==> src/rtl/fbfl_pkg.sv <==
// ----------------------------------------------------------------------------
// fbfl_pkg
// Shared types and constants of the fixed block free-list allocator.
// ----------------------------------------------------------------------------
package fbfl_pkg;

	// field widths
	localparam int IDX_W  = 8;
	localparam int BC_W   = 9;
	localparam int BB_W   = 13;
	localparam int OFS_W  = 20;
	localparam int CFG_W  = 13;
	localparam int OUT_W  = 32;

	// register indexes on the configuration port
	localparam logic REG_BLOCK_COUNT = 1'b0;
	localparam logic REG_BLOCK_BYTES = 1'b1;

	// request kinds
	localparam logic REQ_ALLOC = 1'b0;
	localparam logic REQ_FREE  = 1'b1;

	// sequencer states
	typedef enum logic {
		ST_IDLE,
		ST_EXEC
	} st_t;

	// access request from the control to the link store
	typedef struct packed {
		logic             rd_en;
		logic [IDX_W-1:0] rd_addr;
		logic             wr_en;
		logic [IDX_W-1:0] wr_addr;
		logic [IDX_W-1:0] wr_data;
		logic             clear;
	} link_req_t;

endpackage

==> src/rtl/fbfl_ram.sv <==
// ----------------------------------------------------------------------------
// fbfl_ram
// Generic single-write, single-read RAM with registered read data.
// ----------------------------------------------------------------------------
module fbfl_ram #(
	parameter int WIDTH = 8,
	parameter int DEPTH = 256
) (
	input  logic                     clk,
	input  logic                     we,
	input  logic [$clog2(DEPTH)-1:0] waddr,
	input  logic [WIDTH-1:0]         wdata,
	input  logic                     re,
	input  logic [$clog2(DEPTH)-1:0] raddr,
	output logic [WIDTH-1:0]         rdata
);

	logic [WIDTH-1:0] mem [DEPTH];

	// write port
	always_ff @(posedge clk) begin
		if (we) begin
			mem[waddr] <= wdata;
		end
	end

	// registered read port
	always_ff @(posedge clk) begin
		if (re) begin
			rdata <= mem[raddr];
		end
	end

endmodule

==> src/rtl/fbfl_link_store.sv <==
// ----------------------------------------------------------------------------
// fbfl_link_store
// Next-link store: RAM plus one written flag per entry. An entry not written
// since the last rechain reads as its own index plus one (fresh chain).
// ----------------------------------------------------------------------------
module fbfl_link_store #(
	parameter int DEPTH = 256
) (
	input  logic                     clk,
	input  logic                     arst_n,
	input  fbfl_pkg::link_req_t      req,
	output logic [fbfl_pkg::IDX_W-1:0] link
);
	import fbfl_pkg::*;

	localparam int AW = $clog2(DEPTH);

	logic [DEPTH-1:0] vld_q;
	logic             rvld_s1;
	logic [IDX_W-1:0] raddr_s1;
	logic [IDX_W-1:0] rdata;

	fbfl_ram #(
		.WIDTH (IDX_W),
		.DEPTH (DEPTH)
	) u_ram (
		.clk   (clk),
		.we    (req.wr_en),
		.waddr (req.wr_addr[AW-1:0]),
		.wdata (req.wr_data),
		.re    (req.rd_en),
		.raddr (req.rd_addr[AW-1:0]),
		.rdata (rdata)
	);

	// track written entries; rechain drops them all at once
	always_ff @(posedge clk or negedge arst_n) begin
		if (!arst_n) begin
			vld_q <= '0;
		end else if (req.clear) begin
			vld_q <= '0;
		end else if (req.wr_en) begin
			vld_q[req.wr_addr[AW-1:0]] <= 1'b1;
		end
	end

	// hold the flag and address of the read alongside the RAM output
	always_ff @(posedge clk) begin
		if (req.rd_en) begin
			rvld_s1  <= vld_q[req.rd_addr[AW-1:0]];
			raddr_s1 <= req.rd_addr;
		end
	end

	// fresh entries link to the next index
	assign link = rvld_s1 ? rdata : raddr_s1 + IDX_W'(1);

endmodule

==> src/rtl/fixed_block_free_list_allocator.sv <==
// ----------------------------------------------------------------------------
// fixed_block_free_list_allocator
// One bucket of equal-sized blocks on a LIFO free list (link store + head).
// The result is registered in ST_EXEC, the state after the item is accepted.
// A new item is taken only in ST_IDLE with the output register free, so
// it waits while ST_EXEC uses the head's next link read from the link RAM.
// Reset: block_count 256, block_bytes 16, fresh chain from index 0; the
// chain is restored at once by clearing per-entry written flags, no sweep.
// ----------------------------------------------------------------------------
module fixed_block_free_list_allocator #(
	parameter int MAX_BLOCKS = 256
) (
	input  logic                         clk,
	input  logic                         arst_n,
	// input items
	input  logic                         s_tvalid,
	output logic                         s_tready,
	input  logic [7:0]                   s_tdata,  // [7:0] block_index
	input  logic                         s_tuser,  // [0] req_type
	// result items
	output logic                         m_tvalid,
	input  logic                         m_tready,
	output logic [fbfl_pkg::OUT_W-1:0]   m_tdata,  // [0] granted, [8:1] given_index,
	                                               // [28:9] given_offset,
	                                               // [29] exhausted,
	                                               // [30] bucket_released, [31] zero
	// configuration
	input  logic                         cfg_we,
	input  logic                         cfg_index,
	input  logic [fbfl_pkg::CFG_W-1:0]   cfg_data
);
	import fbfl_pkg::*;

	localparam int LIM   = (MAX_BLOCKS < 256) ? MAX_BLOCKS : 256;
	localparam int DEPTH = LIM;

	st_t              state_q, state_d;
	logic [BC_W-1:0]  block_count_q;
	logic [BB_W-1:0]  block_bytes_q;
	logic [IDX_W-1:0] head_q;
	logic             head_valid_q;
	logic [BC_W-1:0]  fc_q;

	logic             req_s1;
	logic [IDX_W-1:0] idx_s1;

	logic             m_valid_q;
	logic             granted_q;
	logic [IDX_W-1:0] given_index_q;
	logic [OFS_W-1:0] given_offset_q;
	logic             exhausted_q;
	logic             released_q;

	logic             accept;
	logic             exec;
	link_req_t        lreq;
	logic [IDX_W-1:0] link;

	logic [BC_W-1:0]      ec;
	logic                 alloc_ok;
	logic [IDX_W+BB_W-1:0] prod;
	logic [BC_W-1:0]      fc_inc;
	logic                 free_ok;
	logic                 release_hit;
	logic [BC_W-1:0]      cfg_count;
	logic [BC_W-1:0]      cfg_ec;

	// clamp a block count into 1..LIM
	function automatic logic [BC_W-1:0] eff_count(input logic [BC_W-1:0] bc);
		logic [BC_W-1:0] c;
		c = bc;
		if (c == '0) begin
			c = BC_W'(1);
		end
		if (c > BC_W'(LIM)) begin
			c = BC_W'(LIM);
		end
		return c;
	endfunction

	fbfl_link_store #(
		.DEPTH (DEPTH)
	) u_links (
		.clk    (clk),
		.arst_n (arst_n),
		.req    (lreq),
		.link   (link)
	);

	// next state
	always_comb begin
		state_d = state_q;
		unique case (state_q)
			ST_IDLE: begin
				if (accept) begin
					state_d = ST_EXEC;
				end
			end
			ST_EXEC: begin
				state_d = ST_IDLE;
			end
			default: state_d = ST_IDLE;
		endcase
	end

	// sequencer outputs
	always_comb begin
		s_tready = 1'b0;
		exec     = 1'b0;
		unique case (state_q)
			ST_IDLE: s_tready = !m_valid_q || m_tready;
			ST_EXEC: exec = 1'b1;
			default: ;
		endcase
	end

	assign accept = s_tvalid && s_tready;

	// request datapath
	assign ec          = eff_count(block_count_q);
	assign alloc_ok    = head_valid_q && (fc_q != '0);
	assign prod        = head_q * block_bytes_q;
	assign free_ok     = {1'b0, idx_s1} < ec;
	assign fc_inc      = (fc_q < ec) ? fc_q + BC_W'(1) : fc_q;
	assign release_hit = (req_s1 == REQ_FREE) && free_ok && (fc_inc >= ec);
	assign cfg_count   = (cfg_index == REG_BLOCK_COUNT) ? cfg_data[BC_W-1:0] : block_count_q;
	assign cfg_ec      = eff_count(cfg_count);

	// link store accesses: read the head's link on an accepted allocate, push on a free
	always_comb begin
		lreq.rd_en   = accept && (s_tuser == REQ_ALLOC);
		lreq.rd_addr = head_q;
		lreq.wr_en   = exec && (req_s1 == REQ_FREE) && free_ok;
		lreq.wr_addr = idx_s1;
		lreq.wr_data = head_valid_q ? head_q : '0;
		lreq.clear   = cfg_we || (exec && release_hit);
	end

	// sequencer state
	always_ff @(posedge clk or negedge arst_n) begin
		if (!arst_n) begin
			state_q <= ST_IDLE;
		end else begin
			state_q <= state_d;
		end
	end

	// capture the accepted item
	always_ff @(posedge clk) begin
		if (accept) begin
			req_s1 <= s_tuser;
			idx_s1 <= s_tdata;
		end
	end

	// configuration and list head
	always_ff @(posedge clk or negedge arst_n) begin
		if (!arst_n) begin
			block_count_q <= BC_W'(256);
			block_bytes_q <= BB_W'(16);
			head_q        <= '0;
			head_valid_q  <= 1'b1;
			fc_q          <= BC_W'(LIM);
		end else if (cfg_we) begin
			unique case (cfg_index)
				REG_BLOCK_COUNT: block_count_q <= cfg_data[BC_W-1:0];
				REG_BLOCK_BYTES: block_bytes_q <= cfg_data[BB_W-1:0];
				default: ;
			endcase
			head_q       <= '0;
			head_valid_q <= 1'b1;
			fc_q         <= cfg_ec;
		end else if (exec) begin
			if (req_s1 == REQ_ALLOC) begin
				// pop
				if (alloc_ok) begin
					head_q       <= link;
					fc_q         <= fc_q - BC_W'(1);
					head_valid_q <= (fc_q != BC_W'(1));
				end
			end else if (free_ok) begin
				// push, or rechain once every block is back
				if (release_hit) begin
					head_q       <= '0;
					head_valid_q <= 1'b1;
					fc_q         <= ec;
				end else begin
					head_q       <= idx_s1;
					head_valid_q <= 1'b1;
					fc_q         <= fc_inc;
				end
			end
		end
	end

	// output register valid
	always_ff @(posedge clk or negedge arst_n) begin
		if (!arst_n) begin
			m_valid_q <= 1'b0;
		end else if (exec) begin
			m_valid_q <= 1'b1;
		end else if (m_tready) begin
			m_valid_q <= 1'b0;
		end
	end

	// output payload
	always_ff @(posedge clk) begin
		if (exec) begin
			granted_q      <= (req_s1 == REQ_ALLOC) && alloc_ok;
			given_index_q  <= ((req_s1 == REQ_ALLOC) && alloc_ok) ? head_q : '0;
			given_offset_q <= ((req_s1 == REQ_ALLOC) && alloc_ok) ? prod[OFS_W-1:0] : '0;
			exhausted_q    <= (req_s1 == REQ_ALLOC) && !alloc_ok;
			released_q     <= release_hit;
		end
	end

	assign m_tvalid = m_valid_q;
	assign m_tdata  = {1'b0, released_q, exhausted_q, given_offset_q, given_index_q, granted_q};

endmodule

==> config.mk <==
export PLATFORM = sky130hd
export DESIGN_NAME = fixed_block_free_list_allocator
export DESIGN_NICKNAME = d
export VERILOG_FILES = /design/src/rtl/fbfl_pkg.sv /design/src/rtl/fbfl_ram.sv /design/src/rtl/fbfl_link_store.sv /design/src/rtl/fixed_block_free_list_allocator.sv
export SDC_FILE = /design/constraint.sdc
export NUM_CORES = 2
export LEC_CHECK = 0
export BUFFER_PORTS_ARGS = -buffer_cell sky130_fd_sc_hd__buf_2
export CAP_MARGIN = 15
export CORE_MARGIN = 4
export CORE_UTILIZATION = 45
export CTS_CLUSTER_SIZE = 30
export DETAILED_ROUTE_END_ITERATION = 8
export GPL_TIMING_DRIVEN = 0
export PLACE_DENSITY = 0.65
export SLEW_MARGIN = 20
export SYNTH_ARGS = -nofsm -noshare
export SYNTH_HDL_FRONTEND = slang
export SYNTH_SLANG_ARGS = --single-unit
==> constraint.sdc <==
create_clock -name clk -period 16 [get_ports clk]
set_clock_uncertainty 0.2 [all_clocks]
set_input_delay 1.6 -clock clk [delete_from_list [all_inputs] [get_ports clk]]
set_output_delay 1.6 -clock clk [all_outputs]
set_load 0.05 [all_outputs]
==> flow_summary.toml <==
[outcome]
status = "finished, final reports clean"

[clocking]
htreeDepth = 4
clockBufferDepth = 3
numCtsBuffers = 232
clk_pin_slew_ps = 60
cts_resized = 0
cts.sinks = 2403
cts_setup_buffers = 0
worstSkewPairLatency_ps = 880
cts_hold_buffers = 0
cts_tree = "done"
cts_root_buffer = "clkbuf_16"

[synthesis]
yosysMostFrequentCell = "edfxtp_1"
synth_cells = 4807
synth_commonest_cells = "edfxtp_1 (2,105), mux4_2 (720), dfrtp_1 (294), o21a_1 (262), nor2_1 (214)"
synthesis.area_um2 = 98400
ys_warn_count = 0
syn-num-nets = 4968
synth-seq-area-share = 0.718
synth_cell_types = 77
ys_ff_latch = 2403
synthTopCellsByArea = "edfxtp_1 (64%), mux4_2 (16%), dfrtp_1 (7.5%)"
synth_top_cell_by_area = "edfxtp_1"
synth_top_area_frac = 0.642
syn_area_per_cell_um2 = 20.5
async_flop_share = 0.124
synth_edf_count = 2105
synthFlopType = "edfxtp_1"

[floorplanning]
rows = 171
die_y_um = 476
core_area_um2 = 217000
die-area_um2 = 226000
initial_core_util = 0.453
pin_count = 62
die_x_um = 476

[place]
portBuffers = 58
placed_area_um2 = 104000
place_ws_ps = 7950
routabilityCongestion = 0.916
dp_hpwl_um = 187000

[global_routing]
grt_usage = 0.241
overflow = 0
grt_max_degree = 79
grt_pass1_vias = 50600
antenna_found_initial = 14
grt_pass1_wl_um = 385000

[power]
power.density_nw_per_um2 = 140
pwr-share-comb = 0.188
clkPwrFrac = 0.352
switching_power_w = 0.00432
p_int_w = 0.0113
p_leak_nw = 36.2
seq_power_share = 0.460
ir_worst_vdd_uv = 110
switching_share = 0.278

[routing]
drt_wl_total_um = 272000
viasPerCell = 6.20
post_drt_wl_per_cell_um = 33.1
drt_pass1_iterations = 6
vias = 50900
drt_iter0_drc = 7029
ant_nets = 0
drcViolationCount = 0

[critical_path]
critPathMaxFanout = 10
required_ps = 16360
crit_path_max_incr_delay_ps = 910
start_kind = "flip-flop"
worstSetupPathType = "reg2reg"
end_kind = "flip-flop"
crit_path_top_delay_cell = "clkbuf_1"
worstPathCellList = "clkbuf_1, buf_2, buf_2, buf_1, clkbuf_1, nand2_1, fa_1, inv_1, fa_1, inv_1, fa_1, inv_1, ha_1, o21a_1, o31a_1, o41ai_1, o211ai_1, a31oi_1, o21bai_1, xnor2_1, nor2_1"
critPathArrivalTime_ps = 8510

[layout]
nets = 5308
areaGrowthSynthToFinish_pct = 13.0
nFillCells = 17000
drive_above_1_share = 0.277
final_area_um2 = 111000

[sta]
setup_tns_ps = 0
rsz0062_at_grt = "false"
min_period_ps = 8140
setup_viol = 0
fmax_mhz = 123
max_slew_margin = 0.170
tightest_slew_ps = 1250
final.setup.worst_slack_ps = 7860
hold_viol = 0
slew_viol_final = 0
finalCritPeriodShare = 0.509

[hold_path]
hp-class = "reg2reg"

[job]
maxCapViolations = 0
## flip-flops by register name, summed over array words and instances, names as in the netlist
signal and count:
block_bytes_q 13, block_count_q 9, exhausted_q 1, fc_q 9, given_index_q 8, given_offset_q 20, granted_q 1, head_q 8
head_valid_q 1, idx_s1 8, m_tvalid 1, released_q 1, req_s1 1, state_q 1, u_links.raddr_s1 8, u_links.rvld_s1 1
u_links.u_ram.mem 2048, u_links.u_ram.rdata 8, u_links.vld_q 256
## worst max-delay path: cells and delay by family (launching register included)
family	cells	cell delay, ps
buf+inv	8	3510
fa+ha+maj	4	1870
compound gates	6	1420
flops	1	350
simple gates	2	240
xor+xnor	1	200
## logic make-up after synthesis
family / share of synthesized area
AOI/OAI and AO/OA: 0.0322
muxes: 0.173
buffers and inverters: 0.0161
DFF: 0.718
adders and majority gates: 0.0219
xor gates and xnor gates: 0.00285
other: 0.0000381
and+or+nand+nor: 0.0360
## power by group through the flow
stage | registers [W] | logic, W | clock network, W
after floorplan | 0.00740 | 0.00166 | 0
after global placement | 0.00747 | 0.00277 | 0
after detailed placement | 0.00729 | 0.00291 | 0
after CTS | 0.00716 | 0.00292 | 0.00553
after global routing | 0.00717 | 0.00309 | 0.00581
final | 0.00716 | 0.00293 | 0.00548
## per-stage QoR
step | hold WS, ps | util | instances | power, W
global route | 274 | 0.512 | 8210 | 0.0161
finish | 258 | 0.512 | 8211 | 0.0156
floorplan | 220 | - | 4807 | 0.00906
CTS | 268 | 0.512 | 8210 | 0.0156
detailed placement | 238 | 0.476 | 7767 | 0.0102
global placement | 229 | 0.471 | 7719 | 0.0102
## layer usage
layer  wire [um]  global-route usage  vias up  share of wire
met3       25800              0.0481      475          0.095
met1      108000               0.343    27400           0.40
met2      128000               0.377     2711           0.47
met4       10600              0.0829        0          0.039
li1            -                   -    20300              -
met5           0                   0        -              0
## layout by cell type, fill, tap and decap left out, types with 15 or more instances in the layout
cell / netlist / layout
mux4_2: 720 / 720
buf_1: 26 / 19
buf_2: 67 / 131
nand2_1: 95 / 95
buf_16: 0 / 24
o21ai_0: 25 / 25
clkbuf_16: 0 / 235
buf_12: 2 / 23
fa_1: 65 / 65
dfrtp_1: 294 / 293
clkinv_2: 0 / 42
bufinv_16: 0 / 15
nor2_1: 214 / 210
edfxtp_1: 2105 / 2105
nor2_2: 72 / 76
mux2_2: 21 / 21
ha_1: 68 / 68
xor2_1: 16 / 16
clkbuf_8: 0 / 30
nor2b_1: 34 / 33
o21a_1: 262 / 262
clkbuf_2: 0 / 38
a211oi_1: 24 / 24
and2_1: 82 / 74
mux2i_1: 58 / 58
nand3_1: 23 / 23
clkinv_1: 0 / 40
clkbuf_1: 169 / 184
a21oi_1: 57 / 56
a22oi_1: 19 / 19
inv_1: 79 / 79
nor2_4: 30 / 30
xnor2_1: 16 / 16
## cell type report
cell class / instances / area, um^2 / share of cell area
Clock buffer: 318 / 6490 / 0.0584
Sequential cell: 2403 / 70700 / 0.635
Clock inverter: 125 / 1210 / 0.0109
Tap cell: 2854 / 3570 / 0.0321
Antenna cell: 1 / 2.50 / 0.0000225
Buffer: 282 / 1340 / 0.0120
Multi-Input combinational cell: 2041 / 26200 / 0.236
Inverter: 81 / 304 / 0.00273
Timing Repair Buffer: 106 / 1420 / 0.0128
## final timing paths
path                            depth (start not counted)             startpoint                               end  slack, ps
worst min register to register                          0  head_q[0]$_DFFE_PN0P_     u_links.raddr_s1[0]$_DFFE_PP_        260
max in group asynchronous                               4                 arst_n                 state_q$_DFF_PN0_      13550
worst min-delay path                                    0  head_q[0]$_DFFE_PN0P_     u_links.raddr_s1[0]$_DFFE_PP_        260
min in group asynchronous                               1                 arst_n     u_links.vld_q[93]$_DFFE_PN0P_        450
worst max-delay path                                   21  head_q[0]$_DFFE_PN0P_  given_offset_q[17]$_SDFFCE_PN0P_       7860
worst max register to register                         21  head_q[0]$_DFFE_PN0P_  given_offset_q[17]$_SDFFCE_PN0P_       7860
(Power assumes the default switching activity.)
